===== src/rtl/frtlb_pkg.sv =====
// ----------------------------------------------------------------------------
// frtlb_pkg
// Shared codes and controller/datapath signal groups of the FIFO-replacement
// translation buffer.
// ----------------------------------------------------------------------------
package frtlb_pkg;

  localparam int unsigned CMD_W       = 2;
  localparam int unsigned OUT_FRAME_W = 8;

  localparam logic [CMD_W-1:0] CMD_LOOKUP = 2'd0;
  localparam logic [CMD_W-1:0] CMD_INSERT = 2'd1;
  localparam logic [CMD_W-1:0] CMD_INVAL  = 2'd2;
  localparam logic [CMD_W-1:0] CMD_UNUSED = 2'd3;

  // controller to datapath
  typedef struct packed {
    logic load;      // latch the accepted transaction, rewind the scan
    logic step;      // issue the next slot read of the walk
    logic finish;    // commit the state update and capture the result
    logic out_load;  // move the captured result into the output register
  } ctrl_cmd_t;

  // datapath to controller
  typedef struct packed {
    logic imm;        // completes without a walk
    logic found;      // the slot under compare is the one wanted
    logic exhausted;  // the last slot of the walk is under compare
    logic out_free;   // output register can take a result this cycle
  } ctrl_sts_t;

endpackage


===== src/rtl/frtlb_if.sv =====
// ----------------------------------------------------------------------------
// frtlb_req_if / frtlb_rsp_if
// Valid/ready channels carrying requests into and results out of the buffer.
// ----------------------------------------------------------------------------
interface frtlb_req_if #(
  parameter int unsigned PAGE_BITS  = 8,
  parameter int unsigned FRAME_BITS = 8
);
  logic                  valid;
  logic                  ready;
  logic [1:0]            cmd;
  logic [PAGE_BITS-1:0]  page;
  logic [FRAME_BITS-1:0] frame;

  modport source (output valid, output cmd, output page, output frame, input ready);
  modport sink   (input valid, input cmd, input page, input frame, output ready);
endinterface

interface frtlb_rsp_if;
  logic       valid;
  logic       ready;
  logic       hit;
  logic [7:0] frame_out;

  modport source (output valid, output hit, output frame_out, input ready);
  modport sink   (input valid, input hit, input frame_out, output ready);
endinterface


===== src/rtl/frtlb_ctrl.sv =====
// ----------------------------------------------------------------------------
// frtlb_ctrl
// Sequencer: accepts a transaction, walks the ring one slot per cycle until
// the datapath reports a decision, then hands the result to the output.
// ----------------------------------------------------------------------------
module frtlb_ctrl
  import frtlb_pkg::*;
(
  input  logic      clk_i,
  input  logic      rst_ni,
  input  logic      in_valid_i,
  output logic      in_ready_o,
  input  ctrl_sts_t sts_i,
  output ctrl_cmd_t cmd_o
);

  localparam logic [1:0] ST_IDLE = 2'd0;
  localparam logic [1:0] ST_SCAN = 2'd1;
  localparam logic [1:0] ST_DONE = 2'd2;

  logic [1:0] state_q, state_d;

  always_comb begin
    state_d      = state_q;
    cmd_o        = '0;
    in_ready_o   = 1'b0;
    unique case (state_q)
      ST_IDLE: begin
        in_ready_o = 1'b1;
        if (in_valid_i) begin
          cmd_o.load = 1'b1;
          state_d    = ST_SCAN;
        end
      end
      ST_SCAN: begin
        cmd_o.step = 1'b1;
        if (sts_i.imm || sts_i.found || sts_i.exhausted) begin
          cmd_o.finish = 1'b1;
          state_d      = ST_DONE;
        end
      end
      ST_DONE: begin
        if (sts_i.out_free) begin
          cmd_o.out_load = 1'b1;
          state_d        = ST_IDLE;
        end
      end
      default: state_d = ST_IDLE;
    endcase
  end

  always_ff @(posedge clk_i or negedge rst_ni) begin
    if (!rst_ni) begin
      state_q <= ST_IDLE;
    end else begin
      state_q <= state_d;
    end
  end

endmodule


===== src/rtl/frtlb_dp.sv =====
// ----------------------------------------------------------------------------
// frtlb_dp
// Datapath: tag and frame memories, valid bits, ring head and fill count,
// the one-slot-per-cycle compare stage and the output register.
// ----------------------------------------------------------------------------
module frtlb_dp
  import frtlb_pkg::*;
#(
  parameter int unsigned TLB_ENTRIES = 16,
  parameter int unsigned PAGE_BITS   = 8,
  parameter int unsigned FRAME_BITS  = 8
) (
  input  logic                   clk_i,
  input  logic                   rst_ni,
  input  logic [CMD_W-1:0]       in_cmd_i,
  input  logic [PAGE_BITS-1:0]   in_page_i,
  input  logic [FRAME_BITS-1:0]  in_frame_i,
  input  logic                   out_ready_i,
  output logic                   out_valid_o,
  output logic                   out_hit_o,
  output logic [OUT_FRAME_W-1:0] out_frame_o,
  input  ctrl_cmd_t              cmd_i,
  output ctrl_sts_t              sts_o
);

  localparam int unsigned IDX_W = $clog2(TLB_ENTRIES);
  localparam int unsigned CNT_W = $clog2(TLB_ENTRIES + 1);
  localparam logic [IDX_W-1:0] LAST_IDX = IDX_W'(TLB_ENTRIES - 1);
  localparam logic [CNT_W-1:0] FULL_CNT = CNT_W'(TLB_ENTRIES);

  logic [PAGE_BITS-1:0]  tag_mem [TLB_ENTRIES];
  logic [FRAME_BITS-1:0] frm_mem [TLB_ENTRIES];

  logic [TLB_ENTRIES-1:0] valid_q;
  logic [IDX_W-1:0]       head_q;
  logic [CNT_W-1:0]       count_q;
  logic [IDX_W-1:0]       rd_ptr_q;
  logic [CNT_W-1:0]       iss_cnt_q;
  logic                   s1_vld_q;
  logic [IDX_W-1:0]       s1_slot_q;
  logic                   s1_last_q;
  logic                   out_valid_q;

  logic [CMD_W-1:0]       cmd_q;
  logic [PAGE_BITS-1:0]   page_q;
  logic [FRAME_BITS-1:0]  frame_q;
  logic [PAGE_BITS-1:0]   rd_tag_q;
  logic [FRAME_BITS-1:0]  rd_frm_q;
  logic                   res_hit_q;
  logic [OUT_FRAME_W-1:0] res_frm_q;
  logic                   out_hit_q;
  logic [OUT_FRAME_W-1:0] out_frm_q;

  logic             full;
  logic             imm;
  logic             found;
  logic             issue;
  logic             wr_en;
  logic [IDX_W-1:0] wr_addr;

  function automatic logic [IDX_W-1:0] ring_inc(input logic [IDX_W-1:0] idx);
    ring_inc = (idx == LAST_IDX) ? '0 : idx + 1'b1;
  endfunction

  assign full  = (count_q == FULL_CNT);
  assign imm   = (cmd_q == CMD_UNUSED) || ((cmd_q == CMD_INSERT) && full);
  assign found = s1_vld_q && ((cmd_q == CMD_INSERT) ? !valid_q[s1_slot_q]
                              : (valid_q[s1_slot_q] && (rd_tag_q == page_q)));
  assign issue = cmd_i.step && (iss_cnt_q != FULL_CNT);

  // insert into a full ring replaces the head, otherwise the free slot found
  assign wr_en   = cmd_i.finish && (cmd_q == CMD_INSERT) && (imm || found);
  assign wr_addr = imm ? head_q : s1_slot_q;

  assign sts_o.imm       = imm;
  assign sts_o.found     = found;
  assign sts_o.exhausted = s1_vld_q && s1_last_q;
  assign sts_o.out_free  = !out_valid_q || out_ready_i;

  assign out_valid_o = out_valid_q;
  assign out_hit_o   = out_hit_q;
  assign out_frame_o = out_frm_q;

  always_ff @(posedge clk_i or negedge rst_ni) begin
    if (!rst_ni) begin
      valid_q     <= '0;
      head_q      <= '0;
      count_q     <= '0;
      rd_ptr_q    <= '0;
      iss_cnt_q   <= '0;
      s1_vld_q    <= 1'b0;
      out_valid_q <= 1'b0;
    end else begin
      if (cmd_i.load) begin
        rd_ptr_q  <= head_q;
        iss_cnt_q <= '0;
        s1_vld_q  <= 1'b0;
      end else begin
        s1_vld_q <= issue;
        if (issue) begin
          rd_ptr_q  <= ring_inc(rd_ptr_q);
          iss_cnt_q <= iss_cnt_q + 1'b1;
        end
      end
      if (cmd_i.finish) begin
        if (wr_en) begin
          valid_q[wr_addr] <= 1'b1;
        end
        if ((cmd_q == CMD_INSERT) && imm) begin
          head_q <= ring_inc(head_q);
        end else if ((cmd_q == CMD_INSERT) && found) begin
          count_q <= count_q + 1'b1;
        end else if ((cmd_q == CMD_INVAL) && found) begin
          valid_q[s1_slot_q] <= 1'b0;
          count_q            <= count_q - 1'b1;
        end
      end
      if (cmd_i.out_load) begin
        out_valid_q <= 1'b1;
      end else if (out_ready_i) begin
        out_valid_q <= 1'b0;
      end
    end
  end

  always_ff @(posedge clk_i) begin
    if (cmd_i.load) begin
      cmd_q   <= in_cmd_i;
      page_q  <= in_page_i;
      frame_q <= in_frame_i;
    end
    if (issue) begin
      s1_slot_q <= rd_ptr_q;
      s1_last_q <= (iss_cnt_q == CNT_W'(TLB_ENTRIES - 1));
    end
    if (cmd_i.finish) begin
      res_hit_q <= !imm && found && (cmd_q != CMD_INSERT);
      res_frm_q <= (!imm && found && (cmd_q == CMD_LOOKUP)) ? OUT_FRAME_W'(rd_frm_q) : '0;
    end
    if (cmd_i.out_load) begin
      out_hit_q <= res_hit_q;
      out_frm_q <= res_frm_q;
    end
  end

  // tag/frame memories with one write port and one read port, registered read
  always_ff @(posedge clk_i) begin
    if (wr_en) begin
      tag_mem[wr_addr] <= page_q;
      frm_mem[wr_addr] <= frame_q;
    end
    if (issue) begin
      rd_tag_q <= tag_mem[rd_ptr_q];
      rd_frm_q <= frm_mem[rd_ptr_q];
    end
  end

endmodule


===== src/rtl/fifo_replacement_tlb_top.sv =====
// ----------------------------------------------------------------------------
// fifo_replacement_tlb_top
// Fully associative translation buffer with FIFO replacement.
// ----------------------------------------------------------------------------
// One transaction is in flight at a time. A lookup, an invalidate or an insert
// into a buffer that is not full walks the ring from the head slot, one slot
// per cycle through the single read port of the tag and frame memories, and
// stops at the first slot that decides it, or after all TLB_ENTRIES slots
// (a miss); an insert into a full buffer and the unused command complete
// without a walk. Results sit in an output register, and the next
// transaction is taken while a result waits there; a second finished
// result holds the input off until the first one leaves.
module fifo_replacement_tlb_top
  import frtlb_pkg::*;
#(
  parameter int unsigned TLB_ENTRIES = 16,
  parameter int unsigned PAGE_BITS   = 8,
  parameter int unsigned FRAME_BITS  = 8
) (
  input  logic         clk_i,
  input  logic         rst_ni,
  frtlb_req_if.sink    req_i,
  frtlb_rsp_if.source  rsp_o
);

  ctrl_cmd_t ctrl_cmd;
  ctrl_sts_t ctrl_sts;

  frtlb_ctrl u_ctrl (
    .clk_i      (clk_i),
    .rst_ni     (rst_ni),
    .in_valid_i (req_i.valid),
    .in_ready_o (req_i.ready),
    .sts_i      (ctrl_sts),
    .cmd_o      (ctrl_cmd)
  );

  frtlb_dp #(
    .TLB_ENTRIES (TLB_ENTRIES),
    .PAGE_BITS   (PAGE_BITS),
    .FRAME_BITS  (FRAME_BITS)
  ) u_dp (
    .clk_i       (clk_i),
    .rst_ni      (rst_ni),
    .in_cmd_i    (req_i.cmd),
    .in_page_i   (req_i.page),
    .in_frame_i  (req_i.frame),
    .out_ready_i (rsp_o.ready),
    .out_valid_o (rsp_o.valid),
    .out_hit_o   (rsp_o.hit),
    .out_frame_o (rsp_o.frame_out),
    .cmd_i       (ctrl_cmd),
    .sts_o       (ctrl_sts)
  );

endmodule


===== src/flat_wrapper.sv =====
// flat-port wrapper written by rule: the top's interface ports become plain ports
module fifo_replacement_tlb_top_flat import frtlb_pkg::*;
#(
  parameter int unsigned TLB_ENTRIES = 16,
  parameter int unsigned PAGE_BITS   = 8,
  parameter int unsigned FRAME_BITS  = 8
)
  (clk_i, rst_ni, req_i_valid, req_i_cmd, req_i_page, req_i_frame, req_i_ready, rsp_o_valid, rsp_o_hit, rsp_o_frame_out, rsp_o_ready);
  frtlb_req_if #(.PAGE_BITS(PAGE_BITS), .FRAME_BITS(FRAME_BITS)) req_i_i ();
  frtlb_rsp_if rsp_o_i ();
  input  logic clk_i;
  input  logic rst_ni;
  input wire logic [$bits(req_i_i.valid)-1:0] req_i_valid;
  input wire logic [$bits(req_i_i.cmd)-1:0] req_i_cmd;
  input wire logic [$bits(req_i_i.page)-1:0] req_i_page;
  input wire logic [$bits(req_i_i.frame)-1:0] req_i_frame;
  output wire logic [$bits(req_i_i.ready)-1:0] req_i_ready;
  output wire logic [$bits(rsp_o_i.valid)-1:0] rsp_o_valid;
  output wire logic [$bits(rsp_o_i.hit)-1:0] rsp_o_hit;
  output wire logic [$bits(rsp_o_i.frame_out)-1:0] rsp_o_frame_out;
  input wire logic [$bits(rsp_o_i.ready)-1:0] rsp_o_ready;
  assign req_i_i.valid = req_i_valid;
  assign req_i_i.cmd = req_i_cmd;
  assign req_i_i.page = req_i_page;
  assign req_i_i.frame = req_i_frame;
  assign req_i_ready = req_i_i.ready;
  assign rsp_o_valid = rsp_o_i.valid;
  assign rsp_o_hit = rsp_o_i.hit;
  assign rsp_o_frame_out = rsp_o_i.frame_out;
  assign rsp_o_i.ready = rsp_o_ready;
  fifo_replacement_tlb_top #(.TLB_ENTRIES(TLB_ENTRIES), .PAGE_BITS(PAGE_BITS), .FRAME_BITS(FRAME_BITS)) u_core (.clk_i(clk_i), .rst_ni(rst_ni), .req_i(req_i_i), .rsp_o(rsp_o_i));
endmodule

===== config.mk =====
export PLATFORM = sky130hd
export DESIGN_NAME = fifo_replacement_tlb_top_flat
export DESIGN_NICKNAME = d
export VERILOG_FILES = /design/src/rtl/frtlb_pkg.sv /design/src/rtl/frtlb_if.sv /design/src/rtl/frtlb_ctrl.sv /design/src/rtl/frtlb_dp.sv /design/src/rtl/fifo_replacement_tlb_top.sv /design/src/flat_wrapper.sv
export SDC_FILE = /design/constraint.sdc
export NUM_CORES = 1
export LEC_CHECK = 0
export BUFFER_PORTS_ARGS = -buffer_cell sky130_fd_sc_hd__buf_2
export CAP_MARGIN = 10
export CORE_MARGIN = 4
export CORE_UTILIZATION = 40
export CTS_CLUSTER_SIZE = 40
export DETAILED_ROUTE_END_ITERATION = 8
export SYNTH_ARGS = -nofsm -noshare
export SYNTH_HDL_FRONTEND = slang
export SYNTH_SLANG_ARGS = --single-unit

===== constraint.sdc =====
create_clock -name clk_i -period 4.6 [get_ports clk_i]
set_input_delay 0.23 -clock clk_i [delete_from_list [all_inputs] [get_ports clk_i]]
set_output_delay 0.23 -clock clk_i [all_outputs]
set_load 0.02 [all_outputs]

# [Word-level counts from Yosys, hierarchy flattened]
# Memories as Yosys holds them, arrays and structs flattened. A register that Yosys moved wholly into a read port is not among the register bits.
# Cells that the tools add are included.
[totals] n_memories=2 wordCells=114 reg_bits=79 ramBits=256 in_bits=22
[classes] bitwise_logic=4 n_lt_le_gt_ge=4 mux=37 eq_ne=15 reduce_logical=30 n_addsub=5
[mem_list] name="u_core.u_dp.frm_mem" depth=16 width=8 rd=1 rd_ports_with_merged_regs=1 wr=1 line="frtlb_dp.sv:32" source="logic [FRAME_BITS-1:0] frm_mem [TLB_ENTRIES];"
[mem_list] name="u_core.u_dp.tag_mem" depth=16 width=8 rd=1 rd_ports_with_merged_regs=1 wr=1 line="frtlb_dp.sv:31" source="logic [PAGE_BITS-1:0] tag_mem [TLB_ENTRIES];"
[op_table] cell="two-way mux 16 bit" count=5
[op_table] cell="two-way mux 4 bit" count=5
[op_table] cell="two-way mux 5 bit" count=4
[op_table] cell="AND 16 bit" count=1
[op_table] cell="inverter 16 bit" count=1
[op_table] cell="bitwise OR 16 bit" count=1
[op_table] cell="logical AND 1 bit" count=15
[op_table] cell="two-way mux 1 bit" count=15
[op_table] cell="adder 5 x 1 -> 5 bit (second input constant)" count=2
[op_table] cell="less-than comparator 4 x 5 -> 1 bit (second input constant)" count=2
[op_table] cell="adder 4 x 1 -> 4 bit (second input constant)" count=2
[op_table] cell="demux 1 bit (select 4 bit)" count=2
[op_table] cell="== test 4 bit (second input constant)" count=2
[op_table] cell="== test 8 bit" count=1
[op_table] cell=">= comparator 4 x 1 -> 1 bit (second input constant)" count=2
[op_table] cell="two-way mux 2 bit" count=4
[op_table] cell="== test 2 bit (second input constant)" count=3
[op_table] cell="one-hot mux 2 bit (3 select lines)" count=1
[op_table] cell="AND reduction 3 bit" count=2
[op_table] cell="nonzero test 2 bit" count=3
[op_table] cell="== test 5 x 4 -> 1 bit (second input constant)" count=1
[op_table] cell="== test 5 bit (second input constant)" count=1
[op_table] cell="!= test 5 bit (second input constant)" count=1
[op_table] cell="subtractor 5 x 1 -> 5 bit (second input constant)" count=1
[op_table] cell="9 further kinds" count=18

# [Depth between registers and ports, before layout]
# Gate-level depths: netlist of run 1.
[depth] word_depth=17 mapped_depth=13 mapped_depth_nobuf=12

# [Hierarchy]
# A second synthesis of run 1 with hierarchy kept.
[unflattened] hier_cells=673 area_unflattened_um2=13790.7
[by_module_without_submodules] module="frtlb_dp" area_per_inst_um2=13668.1 cells_each=659 n_inst=1 seq_area_each_um2=10299.9
[by_module_without_submodules] module="frtlb_ctrl" area_per_inst_um2=122.6 cells_each=14 n_inst=1 seq_area_each_um2=50.0

# [Least setup slack after synthesis of run 1]
# OpenSTA, ideal clock, no wires.
[synth_path] path_kind="register to register" startpoint="reg u_core.u_dp.s1_slot_q[0]" endpoint="mem u_core.u_dp.frm_mem[3][0] (enable)" synth_period_minus_slack_ns=3.076 slack_ns=1.524 required_time_ns=4.212 setup_ns=0.388 arrival_time_ns=2.688 n_path_buf=2 path_stages_with_launch=9 path_cell_list="edfxtp_1 > buf_6 > mux4_1 > mux2_2 > mux2_4 > o22ai_2 > buf_2 > nand2_1 > nor2_1"
[synth_via] elab_chain_len=13 word_cells_on_any_way=15 classes_between="mux: 8; reduce/logical: 7"
[synth_lines] item="from (decl)" line="frtlb_dp.sv:40" source="logic [IDX_W-1:0] s1_slot_q;"
[synth_lines] item="from (signal assigned)" line="frtlb_dp.sv:133" source="s1_slot_q <= rd_ptr_q;"
[synth_lines] item="binary-select mux 1 bit (select 4 bit)" line="frtlb_dp.sv:67, frtlb_dp.sv:68"
[synth_lines] item="two-way mux 1 bit (not written as such)" line="frtlb_dp.sv:67, frtlb_dp.sv:68"
[synth_lines] item="logical AND 1 bit / logical NOT 1 bit (equally long branches)" line="frtlb_dp.sv:68, frtlb_dp.sv:67"
[synth_lines] item="two-way mux 1 bit" line="frtlb_dp.sv:67" source="assign found = s1_vld_q && ((cmd_q == CMD_INSERT) ? !valid_q[s1_slot_q]"
[synth_lines] item="logical AND 1 bit" line="frtlb_dp.sv:67"
[synth_lines] item="logical OR 1 bit" line="frtlb_ctrl.sv:37, frtlb_dp.sv:72"
[synth_lines] item="logical OR 1 bit" line="frtlb_ctrl.sv:37" source="if (sts_i.imm || sts_i.found || sts_i.exhausted) begin"
[synth_lines] item="two-way mux 1 bit" line="frtlb_ctrl.sv:37"
[synth_lines] item="two-way mux 2 bit" line="frtlb_ctrl.sv:27" source="unique case (state_q)"
[synth_lines] item="logical AND 1 bit (2 in a row)" line="frtlb_dp.sv:72" source="assign wr_en = cmd_i.finish && (cmd_q == CMD_INSERT) && (imm || found);"
[synth_lines] item="two-way mux 1 bit" line="frtlb_dp.sv:148" source="if (wr_en) begin"
[synth_lines] item="two-way mux 1 bit (not written as such)" line="frtlb_dp.sv:150" source="frm_mem[wr_addr] <= frame_q;"
[synth_lines] item="to (decl)" line="frtlb_dp.sv:32"
# Several ways; a longest one is shown, not always the timed one. The select of a mux whose other input is x is not followed.

# [Final worst setup path of run 1]
[layout_path] startpoint="reg u_core.u_dp.s1_slot_q[0]" endpoint="mem u_core.u_dp.tag_mem[0][5] (enable)"
[layout_via] elab_chain_len=13 word_cells_on_any_way=15 classes_between="mux: 8; reduce/logical: 7"
[layout_lines] item="binary-select mux 1 bit (select 4 bit)" line="frtlb_dp.sv:67, frtlb_dp.sv:68"
[layout_lines] item="two-way mux 1 bit (not written as such)" line="frtlb_dp.sv:67, frtlb_dp.sv:68"
[layout_lines] item="logical AND 1 bit / logical NOT 1 bit (equally long branches)" line="frtlb_dp.sv:68, frtlb_dp.sv:67"
[layout_lines] item="two-way mux 1 bit" line="frtlb_dp.sv:67"
[layout_lines] item="logical AND 1 bit" line="frtlb_dp.sv:67"
[layout_lines] item="logical OR 1 bit" line="frtlb_ctrl.sv:37, frtlb_dp.sv:72"
[layout_lines] item="logical OR 1 bit" line="frtlb_ctrl.sv:37"
[layout_lines] item="two-way mux 1 bit" line="frtlb_ctrl.sv:37"
[layout_lines] item="two-way mux 2 bit" line="frtlb_ctrl.sv:27"
[layout_lines] item="logical AND 1 bit (2 in a row)" line="frtlb_dp.sv:72"
[layout_lines] item="two-way mux 1 bit" line="frtlb_dp.sv:148"
[layout_lines] item="two-way mux 1 bit (not written as such)" line="frtlb_dp.sv:149" source="tag_mem[wr_addr] <= page_q;"
[layout_lines] item="to (decl)" line="frtlb_dp.sv:31"
# Several ways; a longest one is shown, not always the timed one. The select of a mux whose other input is x is not followed.

==> impl_metrics.env, run 1 <==
export IMPL_status="finished clean"
export IMPL_die_area_um2=38000
export IMPL_grt_pass1_wl_um=47900
export IMPL_critPathRequiredTime_ps=4830
export IMPL_synth_top_flop_cell="edfxtp_1"
export IMPL_dp_hpwl_um=20500
export IMPL_finalWorstSetupSlack_ps=1220
export IMPL_via_per_inst=5.47
export IMPL_slew_viol_final=0
export IMPL_worst_hold_slack_ps=61.4
export IMPL_grt_max_degree=39
export IMPL_final_nets=935
export IMPL_p_leak_nw=5.55
export IMPL_fmax_ghz=0.296
export IMPL_grt_busiest_layer="met2"
export IMPL_cts_tree="yes"
export IMPL_critPathKind="reg2reg"
export IMPL_gr_total_overflow=0
export IMPL_ir_drop_mv=0.326
export IMPL_cts_made_buffers=38
export IMPL_synth_top_area_share=0.672
export IMPL_cp_end_kind="flop"
export IMPL_fin_crit_ps=3380
export IMPL_rsz0062_at_grt="false"
export IMPL_skew_ps=27.4
export IMPL_synth_cell_type_count=52
export IMPL_start_util=0.405
export IMPL_utilization=0.470
export IMPL_seq_area_frac_synth=0.740
export IMPL_met2_usage=0.261
export IMPL_hold_viol_final=0
export IMPL_gp_congestion=0.834
export IMPL_drive_gt1_frac=0.208
export IMPL_drt_total_wl_um=31300
export IMPL_crit_family="multiplexers"
export IMPL_min_path_type="in2reg"
export IMPL_combPwrFrac=0.248
export IMPL_io_pin_count=33
export IMPL_worstPathCellList="mux4_1, mux2_2, mux2_4, o22ai_2, buf_4, nand2_1, nor2_2, buf_4"
export IMPL_arrival_ps=3620
export IMPL_fin_cells=1385
export IMPL_rows=68
export IMPL_fin_crit_sh=0.735
export IMPL_avgSynthCellArea_um2=17.1
export IMPL_cap_violations=0
export IMPL_synth_fp_nets=847
export IMPL_synthTopCellsByCount="edfxtp_1 (313), mux2i_1 (55), nand2_1 (48), o21ai_0 (42), dfrtp_1 (38)"
export IMPL_syn_inst=816
export IMPL_ctsRootBufferMaster="clkbuf_16"
export IMPL_antenna_cells=0
export IMPL_clkSlewWorstSetupHoldPaths_ps=60
export IMPL_start_kind="flop"
export IMPL_htree_levels=2
export IMPL_yosys_area_top_type="edfxtp_1"
export IMPL_cp_common_cell="buf_4"
export IMPL_final_seq_area_um2=10400
export IMPL_pre_cts_ws_ps=1240
export IMPL_grt_pass1_vias=7600
export IMPL_setup_viol=0
export IMPL_fp_dieW_um=195
export IMPL_insertion_delay_ps=550
export IMPL_cp_max_fo=20
export IMPL_cts_sinks=351
export IMPL_ctsResizeCount=0
export IMPL_dp_cells=1299
export IMPL_synth_top_cells_by_area="edfxtp_1 (67%), dfrtp_1 (6.8%), mux4_2 (5.2%)"
export IMPL_wl_per_cell_um=22.6
export IMPL_worst_pin_slew_ps=1040
export IMPL_antenna_left=0
export IMPL_drt_iter0_drc=581
export IMPL_postSynth_asyncResetShare=0.108
export IMPL_power_density_nw_per_um2=605
export IMPL_yosysMostFrequentCell="edfxtp_1"
export IMPL_antenna_found_initial=0
export IMPL_yosys_warnings=0
export IMPL_switching_share=0.316
export IMPL_drtPass1Iterations=5
export IMPL_fp_dieH_um=195
export IMPL_p_clk_frac=0.298
export IMPL_n_fill_cell=3006
export IMPL_crit_path_max_incr_delay_ps=590
export IMPL_drc=0
export IMPL_p_int_w=0.00672
export IMPL_multi_input_area_um2=3460
export IMPL_netlist_area_um2=14000
export IMPL_coreArea_um2=34500
export IMPL_grt_util_all_layers=0.165
export IMPL_relSlewSlack=0.302
export IMPL_area_growth_pct=16.3
export IMPL_ys_seq_elements=351
export IMPL_num_vias=7581
export IMPL_portBuffers=32
export IMPL_synth_edf_count=313
export IMPL_slowest_stage="mux4_1"
export IMPL_p_seq_frac=0.454
export IMPL_totalNegativeSetupSlack_ps=0
export IMPL_use_met1=0.236
export IMPL_cp_buffers_inverters=2
export IMPL_p_sw_w=0.00311
export IMPL_cts_buffer_depth=3
export IMPL_grtUsageMet3=0.0307
[state kept, by name, summed over array words and instances (netlist names), 8 cells and up]
signal                   flops
u_core.u_dp.valid_q         16
u_core.u_dp.rd_tag_q         8
u_core.u_dp.out_frame_o      8
u_core.u_dp.frame_q          8
u_core.u_dp.page_q           8
u_core.u_dp.rd_frm_q         8
u_core.u_dp.frm_mem        128
u_core.u_dp.tag_mem        128
u_core.u_dp.res_frm_q        8
[stage by stage]
| stage | area (um^2) | power [W] |
|---|---|---|
| global route | 16300 | 0.0103 |
| CTS | 16300 | 0.00991 |
| global placement | 14900 | 0.00693 |
| floorplan | 14000 | 0.00603 |
| detailed placement | 14900 | 0.00696 |
| finish | 16300 | 0.00983 |
[power by group through the flow]
| stage | sequential, W | combinational, W | clock, W |
|---|---|---|---|
| after floorplan | 0.00431 | 0.00173 | 0 |
| after global placement | 0.00452 | 0.00241 | 0 |
| after detailed placement | 0.00453 | 0.00243 | 0 |
| after CTS | 0.00446 | 0.00245 | 0.00299 |
| after global routing | 0.00451 | 0.00266 | 0.00315 |
| final | 0.00446 | 0.00244 | 0.00293 |
[layer usage]
| layer | part of all wire | wire length, um | vias up |
|---|---|---|---|
| met4 | 0.023 | 706 | 0 |
| li1 | - | - | 3413 |
| met5 | 0 | 0 | - |
| met3 | 0.054 | 1680 | 49 |
| met2 | 0.47 | 14800 | 249 |
| met1 | 0.45 | 14100 | 3870 |
[layout by cell type (no fill, tap or decap), drive strengths merged, types with 2 or more instances in the layout]
cell type	Yosys	final
o22ai	3	3
nor3	6	6
a21o	4	4
mux2i	56	56
nand2b	4	4
nand3b	2	2
nand4	2	2
a31oi	35	35
and2	11	11
o21ai	42	42
buf	18	66
a21oi	22	22
nor2	34	34
mux4	36	36
xnor2	11	11
mux2	20	20
nor2b	7	7
o21a	2	2
ha	8	8
clkbuf	20	53
bufinv	0	3
nand3	7	7
nor4	2	2
xor2	3	3
dlygate4sd3	0	20
o31ai	3	3
a221oi	16	16
o31a	2	2
nand2	48	48
o211ai	2	2
edfxtp	313	313
inv	12	14
and3	2	2
dfrtp	38	38
clkinv	0	7
a22oi	17	17
[logic make-up (layout without fill, tap and decap cells)]
group / after synthesis / in the layout / synth area share
muxes: 112 / 112 / 0.116
and+or+nand+nor: 130 / 130 / 0.0436
xor gates and xnor gates: 14 / 14 / 0.00877
buffers and inverters: 50 / 164 / 0.0148
DFF: 351 / 351 / 0.740
AOI/OAI and AO/OA: 150 / 150 / 0.0679
adders and majority gates: 9 / 9 / 0.00859
[repair_timing]
action / 4_1_cts / 5_1_grt
hold endpoints to repair: 57 / 0
buffers inserted: 0 / 0
hold buffers: 20 / 0
[final cells by class]
class / count / share of cell area
Sequential cell: 351 / 0.637
Multi-Input combinational cell: 415 / 0.213
Clock buffer: 53 / 0.0620
Timing Repair Buffer: 86 / 0.0387
Tap cell: 455 / 0.0350
Clock inverter: 13 / 0.0112
Inverter: 12 / 0.00277
[path summary, 6_finish.rpt]
kind                                     startpoint                   endpoint  slack (ps)  depth (start not counted)
hold reg to reg               u_core.u_dp.res_hit_q      u_core.u_dp.out_hit_o         400                          0
max in group asynchronous                    rst_ni    u_core.u_dp.rd_ptr_q[0]        3570                          2
setup / recovery           u_core.u_dp.s1_slot_q[0]  u_core.u_dp.tag_mem[0][5]        1220                          8
min in group asynchronous                    rst_ni      u_core.u_dp.head_q[1]         380                          2
hold / removal                          req_i_valid   u_core.u_dp.iss_cnt_q[3]          60                          4
setup reg to reg           u_core.u_dp.s1_slot_q[0]  u_core.u_dp.tag_mem[0][5]        1220                          8
[worst min-delay path: stages]
cell and delay (ps):
buf_2 90, nor2_1 40, o21ai_0 120, o21ai_0 80
No activity file was read; power rests on OpenSTA's default activity.
==> run 2, diff against run 1 <==
clock period = 3.3 ns   (was 4.6 ns; I/O delays follow)
==> impl_metrics.env, run 2 (synthesized netlist as in run 1, its figures left out) <==
export IMPL_status="finished clean"
export IMPL_drt_iter0_drc=562
export IMPL_crit_path_max_incr_delay_ps=580
export IMPL_num_vias=7685
export IMPL_ir_drop_mv=0.664
export IMPL_drive_gt1_frac=0.228
export IMPL_worst_pin_slew_ps=1000
export IMPL_coreArea_um2=34500
export IMPL_cts_sinks=351
export IMPL_ff2ff_setup_slack_ps=150
export IMPL_die_area_um2=38000
export IMPL_cp_max_fo=6
export IMPL_fp_dieW_um=195
export IMPL_final_cell_mix="edfxtp_1 (313), mux2i_1 (55), nand2_1 (48)"
export IMPL_grt_max_degree=39
export IMPL_area_growth_pct=18.0
export IMPL_cts_made_buffers=38
export IMPL_htree_levels=2
export IMPL_skew_ps=22.3
export IMPL_dp_hpwl_um=19200
export IMPL_totalNegativeSetupSlack_ps=0
export IMPL_start_util=0.405
export IMPL_rows=68
export IMPL_insertion_delay_ps=540
export IMPL_n_fill_cell=2990
export IMPL_gp_congestion=0.802
export IMPL_drtPass1Iterations=5
export IMPL_fmax_ghz=0.317
export IMPL_cap_violations=0
export IMPL_gr_total_overflow=0
export IMPL_rsz0062_at_grt="false"
export IMPL_start_kind="flop"
export IMPL_power_total_w=0.0136
export IMPL_ctsRootBufferMaster="clkbuf_16"
export IMPL_grt_pass1_vias=7684
export IMPL_largestRegisters="u_core.u_dp.frm_mem (128), u_core.u_dp.tag_mem (128), u_core.u_dp.valid_q (16)"
export IMPL_critPathKind="reg2reg"
export IMPL_antenna_left=0
export IMPL_relSlewSlack=0.332
export IMPL_multi_input_area_um2=3470
export IMPL_ff2ff_path_depth=10
export IMPL_cts_buffer_depth=3
export IMPL_final_nets=956
export IMPL_fin_cells=1407
export IMPL_clkSlewWorstSetupHoldPaths_ps=60
export IMPL_cp_end_kind="flop"
export IMPL_grt_pass1_wl_um=48000
export IMPL_drt_total_wl_um=31300
export IMPL_power_density_nw_per_um2=826
export IMPL_setup_viol=0
export IMPL_antenna_cells=0
export IMPL_p_leak_nw=5.67
export IMPL_hold_viol_final=0
export IMPL_via_per_inst=5.46
export IMPL_wl_per_cell_um=22.2
export IMPL_r2r_start="u_core.u_dp.s1_slot_q[0]"
export IMPL_portBuffers=32
export IMPL_fin_crit_sh=0.955
export IMPL_slew_viol_final=0
export IMPL_fin_crit_ps=3150
export IMPL_grt_util_all_layers=0.165
export IMPL_io_pin_count=33
export IMPL_fp_dieH_um=195
export IMPL_antenna_found_initial=0
export IMPL_final_common_cell="edfxtp_1"
export IMPL_cts_tree="yes"
export IMPL_drc=0
export IMPL_dp_cells=1317
export IMPL_slowest_stage="mux4_1"
export IMPL_arrival_ps=3570
export IMPL_reg2reg_to="u_core.u_dp.count_q[4]"
export IMPL_critPathRequiredTime_ps=3710
export IMPL_min_path_type="in2async"
export IMPL_final_seq_area_um2=10400
export IMPL_worstPathCellList="mux4_1, mux2_2, mux2_4, or2_4, ha_1, a21o_1, a21oi_2, and3_2, o21ai_0, o31a_1"
[run 2: metrics by stage]
step	worst slack, ps	hold WS, ps	util	area [um^2]
floorplan	224	-131	-	14000
global placement	122	343	0.437	15100
detailed placement	74.2	343	0.437	15100
CTS	56.9	309	0.477	16500
global route	36.8	335	0.478	16500
finish	149	314	0.478	16500
[run 2: what timing repair did]
action | 4_1_cts | 5_1_grt
buffers inserted | 0 | 2
hold buffers | 21 | 0
setup endpoints to repair | 0 | 1
gates resized for setup | 0 | 1
endpoints found under the hold margin | 59 | 0
[run 2: routing by layer]
metal  GRT usage  vias to the layer above  routed length, um
li1            -                     3466                  -
met1       0.243                     3955              14300
met2       0.262                      222              14900
met3      0.0263                       42               1690
met4      0.0378                        0                497
met5           0                        -                  0
[run 2: worst max-delay path, delay by kind of cell, from the launching register on]
family / cells / cell delay [ps]
compound gates: 4 / 570
fa+ha+maj: 1 / 350
flops: 1 / 490
mux: 3 / 1130
simple gates: 2 / 490
[run 2: worst max-delay path by stage]
stage	startpoint	end	cells after the start
floorplan	u_core.u_dp.s1_slot_q[0]	u_core.u_dp.frm_mem[3][0]	8
global placement	u_core.u_dp.s1_slot_q[0]	u_core.u_dp.count_q[4]	10
detailed placement	u_core.u_dp.s1_slot_q[0]	u_core.u_dp.count_q[4]	10
CTS	u_core.u_dp.s1_slot_q[0]	u_core.u_dp.count_q[4]	10
global route	u_core.u_dp.s1_slot_q[0]	u_core.u_dp.count_q[4]	10
finish	u_core.u_dp.s1_slot_q[0]	u_core.u_dp.count_q[4]	10
[run 2: area by class of cell]
type                    count  share of cell area
inverters                  12             0.00273
multi-input cells         415               0.210
repair buffers            107              0.0546
clock inverters            19              0.0105
clock buffers              48              0.0599
flip-flops and latches    351               0.628
well taps                 455              0.0345
[run 2: report_power, final]
| group | switching [W] | leakage (nW) | total [W] | internal (W) |
|---|---|---|---|---|
| combinational | 0.00204 | 1.77 | 0.00348 | 0.00144 |
| sequential | 0.000545 | 3.34 | 0.00617 | 0.00562 |
| clock | 0.00169 | 0.563 | 0.00399 | 0.00230 |
==> run 3, diff against run 2 <==
CORE_UTILIZATION = 45   (was 40)
clock period = 2.8 ns   (was 3.3 ns; I/O delays follow)
==> impl_metrics.env, run 3 (synthesized netlist as in run 1, its figures left out) <==
export IMPL_cap_violations=0
export IMPL_drt_iter0_drc=617
export IMPL_cts_buffer_depth=3
export IMPL_pre_cts_ws_ps=-207
export IMPL_arrival_ps=3300
export IMPL_portBuffers=32
export IMPL_io_pin_count=33
export IMPL_antenna_cells=0
export IMPL_setup_viol=141
export IMPL_antenna_left=0
export IMPL_grt_pass1_vias=7751
export IMPL_gp_congestion=0.798
export IMPL_grt_util_all_layers=0.193
export IMPL_area_growth_pct=22.6
export IMPL_start_util=0.457
export IMPL_dp_hpwl_um=18800
export IMPL_violations="setup timing"
export IMPL_ir_drop_mv=0.502
export IMPL_fp_dieH_um=184
export IMPL_fin_crit_ps=2930
export IMPL_num_vias=7771
export IMPL_grt_pass1_wl_um=48700
export IMPL_die_area_um2=33900
export IMPL_via_per_inst=5.65
export IMPL_totalNegativeSetupSlack_ps=-5070
export IMPL_worst_pin_slew_ps=893
export IMPL_largestRegisters="u_core.u_dp.frm_mem (128), u_core.u_dp.tag_mem (128), u_core.u_dp.valid_q (16)"
export IMPL_insertion_delay_ps=520
export IMPL_final_common_cell="edfxtp_1"
export IMPL_htree_levels=2
export IMPL_skew_ps=21.0
export IMPL_start_kind="flop"
export IMPL_finalWorstSetupSlack_ps=-125
export IMPL_relSlewSlack=0.405
export IMPL_power_density_nw_per_um2=968
export IMPL_ctsRootBufferMaster="clkbuf_16"
export IMPL_cts_sinks=351
export IMPL_cts_made_buffers=37
export IMPL_utilization=0.560
export IMPL_gr_total_overflow=0
export IMPL_antenna_found_initial=1
export IMPL_wl_per_cell_um=23.9
export IMPL_slew_viol_final=0
export IMPL_fin_crit_sh=1.04
export IMPL_p_leak_nw=5.95
export IMPL_cp_max_fo=5
export IMPL_cp_end_kind="flop"
export IMPL_critPathKind="reg2reg"
export IMPL_fp_dieW_um=184
export IMPL_coreArea_um2=30600
export IMPL_drive_gt1_frac=0.263
export IMPL_status="finished with violations"
export IMPL_final_cell_mix="edfxtp_1 (313), mux2i_1 (55), nand2_1 (44)"
export IMPL_fmax_ghz=0.342
export IMPL_grt_max_degree=39
export IMPL_drc=0
export IMPL_drtPass1Iterations=5
export IMPL_min_path_type="in2async"
export IMPL_hold_viol_final=0
export IMPL_clkSlewWorstSetupHoldPaths_ps=60
export IMPL_rows=64
export IMPL_critPathRequiredTime_ps=3170
export IMPL_drt_total_wl_um=32800
export IMPL_rsz0062_at_grt="true"
export IMPL_cts_tree="yes"
export IMPL_final_nets=982
==> run 3: cell count changes in the layout (fill, tap and decap cells not counted), moves of 3 or more <==
cell / before / now
clkbuf_1: 10 / 3
buf_16: 0 / 3
nor2_2: 17 / 5
clkinv_1: 6 / 13
buf_6: 0 / 7
nand2_1: 48 / 44
mux4_2: 32 / 36
nor2_4: 0 / 12
buf_12: 10 / 24
nand2_4: 0 / 4
mux4_1: 4 / 0
bufinv_16: 2 / 5
clkbuf_16: 38 / 42
==> run 3: cell type report <==
class | count | area, um^2
fillers | 2372 | 13500
multi-input cells | 415 | 3590
clock inverters | 26 | 255
clock buffers | 41 | 962
inverters | 12 | 45.0
flip-flops and latches | 351 | 10400
repair buffers | 134 | 1440
well taps | 396 | 495
==> run 3: worst paths after layout <==
path	start	end	slack, ps	cells after the start
worst max-delay path	u_core.u_dp.s1_slot_q[0]	u_core.u_dp.count_q[3]	-130	11
worst min-delay path	rst_ni	u_core.u_dp.count_q[1]	300	2
worst max register to register	u_core.u_dp.s1_slot_q[0]	u_core.u_dp.count_q[3]	-130	11
worst min register to register	u_core.u_dp.res_frm_q[0]	u_core.u_dp.out_frame_o[0]	420	0
max in group asynchronous	rst_ni	u_core.u_dp.rd_ptr_q[0]	1830	2
min in group clk_i	req_i_page[6]	u_core.u_dp.page_q[6]	330	2
==> run 3: repair_timing <==
action	CTS	global route
buffers inserted	9	4
cloned	5	2
endpoints found under the setup margin	258	258
gates resized for setup	23	14
pin swaps	3	6
hold endpoints to repair	59	0
hold buffers	21	0
==> run 3: per-stage QoR <==
stage          total power (W)  hold slack [ps]  cell area (um^2)  instances
6_report                0.0166              304             17100       1375
5_1_grt                 0.0174              331             17100       1375
4_1_cts                 0.0167              310             17000       1369
3_5_place_dp            0.0116              315             15200       1267
3_3_place_gp            0.0116              314             15200       1267
2_1_floorplan          0.00999             -156             14000        816
==> run 3: where the power goes <==
group	internal (W)	switching (W)
clock	0.00294	0.00197
sequential	0.00662	0.000571
combinational	0.00192	0.00257
total	0.0115	0.00511
==> run 3: metal layers <==
metal / global-route usage / wire length (um) / vias to the layer above
met5: 0 / 0 / -
met4: 0.0429 / 583 / 0
met3: 0.0294 / 1740 / 43
met2: 0.318 / 16100 / 217
met1: 0.276 / 14400 / 4000
li1: - / - / 3511
==> run 3: worst max-delay path: stages, from the launching register on <==
cell and delay (ps):
edfxtp_1 360, buf_4 130, mux4_2 490, mux2_4 290, mux2_4 260, or2_4 270
buf_4 140, ha_1 280, a21o_1 190, a21oi_2 160, xor2_1 140, o21ai_0 80
